<file path="config.mk">
export PLATFORM = sky130hd
export DESIGN_NAME = pidaw_cfg
export DESIGN_NICKNAME = d
export VERILOG_FILES = /design/src/hw/rtl/pidaw_pkg.sv /design/src/hw/rtl/pidaw_cfg.sv
export SDC_FILE = /design/constraint.sdc
export NUM_CORES = 1
export LEC_CHECK = 0
export ABC_AREA = 1
export BUFFER_PORTS_ARGS = -buffer_cell sky130_fd_sc_hd__buf_4
export CAP_MARGIN = 10
export CELL_PAD_IN_SITES_DETAIL_PLACEMENT = 0
export CELL_PAD_IN_SITES_GLOBAL_PLACEMENT = 1
export CORE_MARGIN = 2
export CORE_UTILIZATION = 35
export DETAILED_ROUTE_END_ITERATION = 7
export GPL_TIMING_DRIVEN = 0
export PLACE_DENSITY_LB_ADDON = 0.1
export SLEW_MARGIN = 5
export SYNTH_ARGS = -nofsm -noshare
export SYNTH_HDL_FRONTEND = slang
export SYNTH_SLANG_ARGS = --single-unit
</file>
<file path="constraint.sdc">
create_clock -name clk -period 2.4 [get_ports clk]
set_input_delay 0.12 -clock clk [delete_from_list [all_inputs] [get_ports clk]]
set_output_delay 0.12 -clock clk [all_outputs]
set_load 0.05 [all_outputs]
</file>
<file path="src/hw/rtl/pidaw_pkg.sv">
`default_nettype none

package pidaw_pkg;

	// configuration register indexes
	localparam int REG_IDX_W = 3;

	typedef enum logic [REG_IDX_W-1:0] {
		REG_KP_GAIN          = 3'd0,
		REG_KI_GAIN          = 3'd1,
		REG_KD_GAIN          = 3'd2,
		REG_P_ON_MEASUREMENT = 3'd3,
		REG_OUT_MIN          = 3'd4,
		REG_OUT_MAX          = 3'd5
	} reg_idx_t;

	// upper output limit after reset
	localparam int RESET_OUT_MAX = 255;

	// news of a limit write, registered in the cycle after the write
	typedef struct packed {
		logic limit_written;  // a limit was written while in auto
		logic limits_ordered; // out_min < out_max for the current pair
	} lim_evt_t;

endpackage

`default_nettype wire

</file>
<file path="src/hw/rtl/pidaw_cfg.sv">
`default_nettype none

module pidaw_cfg #(
	parameter int SAMPLE_WIDTH = 16,
	parameter int GAIN_WIDTH   = 24
) (
	input  logic                                 clk,
	input  logic                                 arst_n,
	input  logic                                 cfg_write,
	input  logic [pidaw_pkg::REG_IDX_W-1:0]      cfg_index,
	input  logic [((GAIN_WIDTH > SAMPLE_WIDTH) ? GAIN_WIDTH : SAMPLE_WIDTH)-1:0] cfg_data,
	input  logic                                 auto_active,
	output logic signed [GAIN_WIDTH-1:0]         kp_gain,
	output logic signed [GAIN_WIDTH-1:0]         ki_gain,
	output logic signed [GAIN_WIDTH-1:0]         kd_gain,
	output logic                                 p_on_measurement,
	output logic signed [SAMPLE_WIDTH-1:0]       out_min,
	output logic signed [SAMPLE_WIDTH-1:0]       out_max,
	output pidaw_pkg::lim_evt_t                  lim_evt
);

	localparam logic signed [SAMPLE_WIDTH-1:0] RST_MAX = SAMPLE_WIDTH'(pidaw_pkg::RESET_OUT_MAX);

	logic signed [GAIN_WIDTH-1:0]   kp_q, ki_q, kd_q;
	logic                           pom_q;
	logic signed [SAMPLE_WIDTH-1:0] min_q, max_q;
	logic signed [SAMPLE_WIDTH-1:0] new_min, new_max;
	logic                           lim_wr;
	logic                           written_q, ordered_q;

	// limit pair as it stands after this write
	always_comb begin
		new_min = min_q;
		new_max = max_q;
		lim_wr  = 1'b0;
		if (cfg_write) begin
			if (cfg_index == pidaw_pkg::REG_OUT_MIN) begin
				new_min = signed'(cfg_data[SAMPLE_WIDTH-1:0]);
				lim_wr  = 1'b1;
			end
			if (cfg_index == pidaw_pkg::REG_OUT_MAX) begin
				new_max = signed'(cfg_data[SAMPLE_WIDTH-1:0]);
				lim_wr  = 1'b1;
			end
		end
	end

	always_ff @(posedge clk or negedge arst_n) begin
		if (!arst_n) begin
			kp_q      <= '0;
			ki_q      <= '0;
			kd_q      <= '0;
			pom_q     <= 1'b0;
			min_q     <= '0;
			max_q     <= RST_MAX;
			written_q <= 1'b0;
			ordered_q <= (RST_MAX > SAMPLE_WIDTH'(0));
		end else begin
			written_q <= lim_wr && auto_active;
			if (lim_wr) begin
				ordered_q <= (new_min < new_max);
			end
			if (cfg_write) begin
				unique case (pidaw_pkg::reg_idx_t'(cfg_index))
					pidaw_pkg::REG_KP_GAIN:          kp_q  <= signed'(cfg_data[GAIN_WIDTH-1:0]);
					pidaw_pkg::REG_KI_GAIN:          ki_q  <= signed'(cfg_data[GAIN_WIDTH-1:0]);
					pidaw_pkg::REG_KD_GAIN:          kd_q  <= signed'(cfg_data[GAIN_WIDTH-1:0]);
					pidaw_pkg::REG_P_ON_MEASUREMENT: pom_q <= cfg_data[0];
					pidaw_pkg::REG_OUT_MIN:          min_q <= new_min;
					pidaw_pkg::REG_OUT_MAX:          max_q <= new_max;
					default: ;
				endcase
			end
		end
	end

	assign kp_gain                = kp_q;
	assign ki_gain                = ki_q;
	assign kd_gain                = kd_q;
	assign p_on_measurement       = pom_q;
	assign out_min                = min_q;
	assign out_max                = max_q;
	assign lim_evt.limit_written  = written_q;
	assign lim_evt.limits_ordered = ordered_q;

endmodule

`default_nettype wire

</file>
==> metrics.md, run 1 <==
| Metric | Value |
|---|---|
| Total power | `6.44 mW` |
| Aggregate global-route resource usage | `19.1%` |
| WS Path Type | `in -> reg` |
| Crit share post-route | `a little under nine tenths` |
| Setup slack after layout | `0.340 ns` |
| Largest net degree at the start of global routing | `108` |
| Via density | `approximately 4.6` |
| Clk Latency, worst-skew pair | `0.34 ns` |
| TNS Setup | `0 ns` |
| Drt drc | `0` |
| CP required | `between 2 and 3 ns` |
| Cell taking the most area after synthesis | `dfrtp_1` |
| Clock Pin Slew Worst Setup and Hold Paths | `0.07 ns` |
| Top cells by count, synth | `nand2_1 (127), o21ai_0 (119), dfrtp_1 (98)` |
| Initial antenna violation count | `0` |
| Hold crit path type | `in -> reg` |
| Pre-CTS setup slack | `-0.123 ns` |
| Final WL | `approximately 13000 um` |
| Post-route ant nets | `0` |
| Max Cap Violations | `0` |
| Crit path max fanout | `10` |
| Crit-path max cell delay | `about 0.48 ns` |
| Slew Limit Headroom | `around a third` |
| DR WL/cell | `~16 um` |
| Crit path capture type | `flop` |
| Vias post-DR | `approximately 3700` |
| Async SR Flop Fraction | `between 90% and 100%` |
| Fin util | `approximately 48%` |
| Core area | `~13000 um2` |
| Synthesis-to-layout area growth | `35.7%` |
| Slew @ Worst Pin | `approximately 1.0 ns` |
| Slew Viols, Final | `0` |
| Max Fclk | `roughly 490 MHz` |
| Max VDD drop | `497 uV` |
| Synth cell types | `19` |
| Antenna fix cells | `0` |
| Most frequent cell after synthesis | `nand2_1` |
| DP Wirelength | `about 9000 um` |
| Final Hold Vio Count | `0` |
| Cell mode on critical path | `nand2_1` |
| DR pass1 iterations | `4` |
| Starting density of the core | `35.5%` |
| Clock tree buffer depth | `2` |
| CP max stage cell | `clkbuf_1` |
| Boundary pin count | `138` |
| First-pass GRT wire length | `a little under 20000 um` |
| Chip width | `~120 um` |
| Clk sinks | `about 110` |
| Synth Warn # | `0` |
| Min Tclk post-route | `around 2 ns` |
| Synth area leaders | `dfrtp_1 (55%), o21ai_0 (13%), nand2_1 (11%)` |
| Leak | `3.22 nW` |
| Die Footprint | `roughly 14000 um2` |
| H-tree lvl count | `3` |
| Number of port buffers | `~140` |
| Cell Rows | `41` |
| Synthesized area per cell | `9.16 um2` |
| Post-Synthesis Cells | `around 490` |
| Layout Skew | `approximately 0.0043 ns` |
| Yosys reg bits | `approximately 110` |
| Remaining Overflow, GRT | `0` |
| Die height | `117 um` |
| Top delay family on crit path | `simple AND/OR/NAND/NOR gates` |
| Postcts setup bufs | `0` |
| CP Cell Sequence | `buf_4 > nand2_1 > inv_2 > nand2_2 > clkbuf_1 > nand2_1 > o21ai_0 > ha_1 > a21oi_1 > o21ai_0 > nand3_1 > nand2_1 > a21oi_1 > nand2_1 > nand2_1 > nand3_1 > nand2_1` |
| Outcome | `finished clean` |
| CTS buffer count | `9` |
| Syn nets | `around 530` |
| Post-synth EDFFs | `0` |
| Routability congestion estimate | `about 0.8` |
| CP bufs+invs | `3` |
| Final #Nets | `roughly 680` |
| Starting DRT DRC Count | `about 170` |
| CTS tree | `yes` |
| Layout cells sized above 1 | `about 28%` |
| Main synth FF type | `dfrtp_1` |
| Setup violations, final | `0` |
| Vias in the first global route | `between 3000 and 4000` |
| Worst setup SP type | `input pin` |
| Root Buffer | `clkbuf_16` |
| Sequential fraction of the synthesis area | `between 60% and 70%` |
| Unrepaired setup endpoints after global routing | `false` |
| Synth top area share | `between 50% and 60%` |
| Power per Cell Area | `1070 nW/um2` |
| Mapped Area | `between 4000 and 5000 um2` |
| CP Data Arrival Time | `roughly 2.4 ns` |
-- through the flow --
step / hold slack (ns) / area (um2) / cells
global placement: 0.347 / 5690 / 794
global route: 0.0411 / 6030 / 812
finish: 0.0370 / 6030 / 812
floorplan: -0.176 / 4440 / 485
CTS: 0.0251 / 6030 / 812
detailed placement: 0.325 / 5690 / 794
-- cell type report --
type / count / area (um2)
buffer: 24 / 103
clock buffer: 10 / 239
timing repair buffer: 139 / 1050
tap: 172 / 215
sequential: 107 / 2690
inverter: 65 / 244
fill: 1265 / 6490
multi-input combinational: 289 / 1410
clock inverter: 6 / 78.8
-- what timing repair did --
item,in CTS,in global routing
endpoints found under the hold margin,99,0
hold buffers,2,0
endpoints found under the setup margin,0,1
gates resized for setup,0,2
-- placed cells by master, fill, tap and decap left out, types with 2 or more instances in the layout --
master / Yosys / routed
nor2_2: 2 / 2
clkbuf_16: 0 / 9
buf_4: 2 / 138
dfrtp_1: 98 / 98
o21ai_0: 119 / 119
nand3_1: 8 / 8
nand2_2: 4 / 4
buf_1: 2 / 2
inv_1: 64 / 64
dlygate4sd3_1: 0 / 2
nand2_1: 127 / 127
nor2_1: 5 / 5
a21oi_1: 6 / 6
ha_1: 15 / 15
clkbuf_1: 17 / 16
inv_6: 0 / 2
buf_2: 3 / 3
inv_8: 0 / 2
dfstp_2: 9 / 9
-- tightest hold or removal path: stages --
cell	delay, ns
buf_4	0.11
nand3_1	0.09
nand2_2	0.06
-- flip-flops by register name, indices dropped and copies added (netlist names) --
name              flops
kp_gain              24
ki_gain              24
out_max              16
p_on_measurement      1
out_min              16
kd_gain              24
ordered_q             1
written_q             1
-- path summary, 6_finish.rpt --
| path | startpoint | to | slack [ns] | cells after the start |
|---|---|---|---|---|
| worst max-delay path | cfg_index[2] | ordered_q$_DFFE_PN1P_ | 0.34 | 17 |
| worst min-delay path | cfg_data[0] | out_max[0]$_DFFE_PN1P_ | 0.04 | 3 |
| worst max register to register | out_max[5]$_DFFE_PN1P_ | ordered_q$_DFFE_PN1P_ | 0.50 | 13 |
| worst min register to register | ordered_q$_DFFE_PN1P_ | ordered_q$_DFFE_PN1P_ | 0.47 | 2 |
| max in group asynchronous | arst_n | written_q$_DFF_PN0_ | 1.23 | 2 |
| min in group asynchronous | arst_n | out_min[2]$_DFFE_PN0P_ | 0.45 | 2 |
-- power breakdown --
part           switching, mW  internal (mW)
Sequential             0.202           2.16
Combinational           1.79          0.711
Clock                  0.714          0.863
Total                   2.70           3.74
-- kinds of logic after synthesis --
| logic type | Yosys count | synth area share [%] |
|---|---|---|
| flip-flops | 107 | 60.5 |
| buffers and inverters | 89 | 7.77 |
| AND/OR/NAND/NOR | 148 | 13.3 |
| AO/OA/AOI/OAI | 126 | 14.2 |
| adder cells (fa/ha/maj) | 15 | 4.22 |
-- routing by layer --
layer  vias to the layer above  global-route usage [%]  part of all wire (%)
li1                       1836                       -                     -
met1                      1782                    26.9                    47
met2                       101                    29.5                    47
met3                         6                    4.31                   6.1
met4                         0                    5.88                  0.68
met5                         -                       0                     0
No activity file was read; power rests on OpenSTA's default activity.
==> run 2, diff against run 1 <==
Settings changed: GPL_ROUTABILITY_DRIVEN from default to 0, HOLD_SLACK_MARGIN from default to 0.1.
==> run 2 against run 1 <==
Hold slack gained 0.070 ns; via count is 2.7% higher; wire length up 1.3%; design area grew 4.0%; largest cell class unchanged; critical path depth stayed put; fmax about the same; core utilization grew 1.9 points; critical endpoint unchanged; register-to-register slack barely moved; clock power hardly changed; count of clock-buffer cells in the layout unchanged.
==> metrics.md, run 2 (synthesized netlist as in run 1, its figures left out) <==
| Metric | Value |
|---|---|
| First-pass GRT wire length | `between 15000 and 20000 um` |
| Vias in the first global route | `roughly 3600` |
| WS Path Type | `in -> reg` |
| Antenna fix cells | `0` |
| Slew @ Worst Pin | `around 1.0 ns` |
| Drt drc | `0` |
| Clock tree buffer depth | `2` |
| Starting density of the core | `approximately 36%` |
| Via density | `4.58` |
| Outcome | `finished clean` |
| Layout Skew | `0.00458 ns` |
| Fin util | `between 50% and 60%` |
| Post-route insts no fill | `around 840` |
| Unrepaired setup endpoints after global routing | `false` |
| Slew Viols, Final | `0` |
| Max Fclk | `just under 500 MHz` |
| Reg2reg setup slack | `0.50 ns` |
| Final #Nets | `between 700 and 800` |
| Layout cells sized above 1 | `between 20% and 30%` |
| Vias post-DR | `~3800` |
| Core area | `between 10000 and 15000 um2` |
| Clk sinks | `approximately 110` |
| Final Hold Vio Count | `0` |
| Max VDD drop | `501 uV` |
| Clk Latency, worst-skew pair | `0.35 ns` |
| Crit path capture type | `flop` |
| Die height | `117 um` |
| Root Buffer | `clkbuf_16` |
| Postcts setup bufs | `0` |
| Die Footprint | `between 10000 and 15000 um2` |
| Min Tclk post-route | `approximately 2.1 ns` |
| Post-route ant nets | `0` |
| Aggregate global-route resource usage | `19.4%` |
| Placed Instances | `slightly below 800` |
| Clock Pin Slew Worst Setup and Hold Paths | `~0.070 ns` |
| CP required | `approximately 2.7 ns` |
| Final WL | `about 13000 um` |
| Cell Rows | `a little over 40` |
| Power per Cell Area | `~1000 nW/um2` |
| Worst setup SP type | `input pin` |
| Slew Limit Headroom | `32.7%` |
| Synthesis-to-layout area growth | `41.1%` |
| DP Wirelength | `9060 um` |
| Most frequent cells in the layout | `buf_4 (138), nand2_1 (127), o21ai_0 (119)` |
| Largest net degree at the start of global routing | `108` |
| Placed instance area | `approximately 5700 um2` |
| Remaining Overflow, GRT | `0` |
| Crit share post-route | `approximately 86%` |
| Number of port buffers | `around 140` |
| Crit path max fanout | `10` |
| Hold crit path type | `in -> reg` |
| CTS tree | `yes` |
| Starting DRT DRC Count | `about 150` |
| DR WL/cell | `roughly 15 um` |
| Max Cap Violations | `0` |
| Leading cell type in the layout, fill and taps excluded | `buf_4` |
| Chip width | `~120 um` |
| Setup violations, final | `0` |
| DR pass1 iterations | `5` |
| Leak | `around 3.3 nW` |
| Initial antenna violation count | `0` |
| CP Data Arrival Time | `roughly 2.4 ns` |
| TNS Setup | `0 ns` |
| Post-layout instance area | `approximately 6300 um2` |
| CTS buffer count | `9` |
| H-tree lvl count | `3` |
| Total power | `roughly 6.5 mW` |
| Boundary pin count | `~140` |
[run 2: worst paths after layout]
check,from,cells after the start,end
max,cfg_index[2],17,ordered_q$_DFFE_PN1P_
min,cfg_data[8],3,out_max[8]$_DFFE_PN0P_
max reg2reg,out_max[5]$_DFFE_PN1P_,13,ordered_q$_DFFE_PN1P_
min reg2reg,ordered_q$_DFFE_PN1P_,2,ordered_q$_DFFE_PN1P_
max in group asynchronous,arst_n,2,written_q$_DFF_PN0_
min in group asynchronous,arst_n,2,out_min[2]$_DFFE_PN0P_
[run 2: critical path, cell delays in order]
cell and delay (ns):
buf_4 0.11, nand2_1 0.11, inv_2 0.08, nand2_2 0.10
clkbuf_1 0.49, nand2_1 0.09, o21ai_0 0.14, ha_1 0.29
a21oi_1 0.15, o21ai_0 0.09, nand3_1 0.07, nand2_1 0.06
a21oi_1 0.17, nand2_1 0.07, nand2_1 0.06, nand3_1 0.06
nand2_1 0.08
[run 2: cell type report]
type | count | area [um2]
Multi-Input combinational cell | 289 | 1410
Clock buffer | 10 | 239
Clock inverter | 6 | 78.8
Tap cell | 172 | 215
Timing Repair Buffer | 163 | 1290
Sequential cell | 107 | 2690
Inverter | 65 | 244
Buffer | 24 | 103
Fill cell | 1241 | 6250
[run 2: metrics by stage]
| stage | hold WS (ns) | setup WS [ns] |
|---|---|---|
| floorplan | -0.176 | 0.474 |
| global placement | 0.347 | -0.0819 |
| detailed placement | 0.325 | -0.123 |
| CTS | 0.103 | 0.240 |
| global route | 0.121 | 0.0751 |
| finish | 0.107 | 0.338 |
[run 2: timing repair]
action	in CTS	in global routing
resized for setup	0	2
endpoints found under the setup margin	0	1
hold buffers	26	0
hold endpoints to repair	138	0
[run 2: per-layer routing]
metal / routed length, um / global-route usage [%] / up-vias / part of all wire (%)
li1: - / - / 1884 / -
met1: 6010 / 27.5 / 1827 / 47
met2: 5970 / 30.1 / 105 / 46
met3: 762 / 4.20 / 10 / 5.9
met4: 154 / 5.88 / 0 / 1.2
met5: 0 / 0 / - / 0
[run 2: report_power, final]
part	internal, mW	total (mW)	switching, mW
clock	0.863	1.59	0.724
sequential	2.16	2.37	0.203
combinational	0.735	2.53	1.79
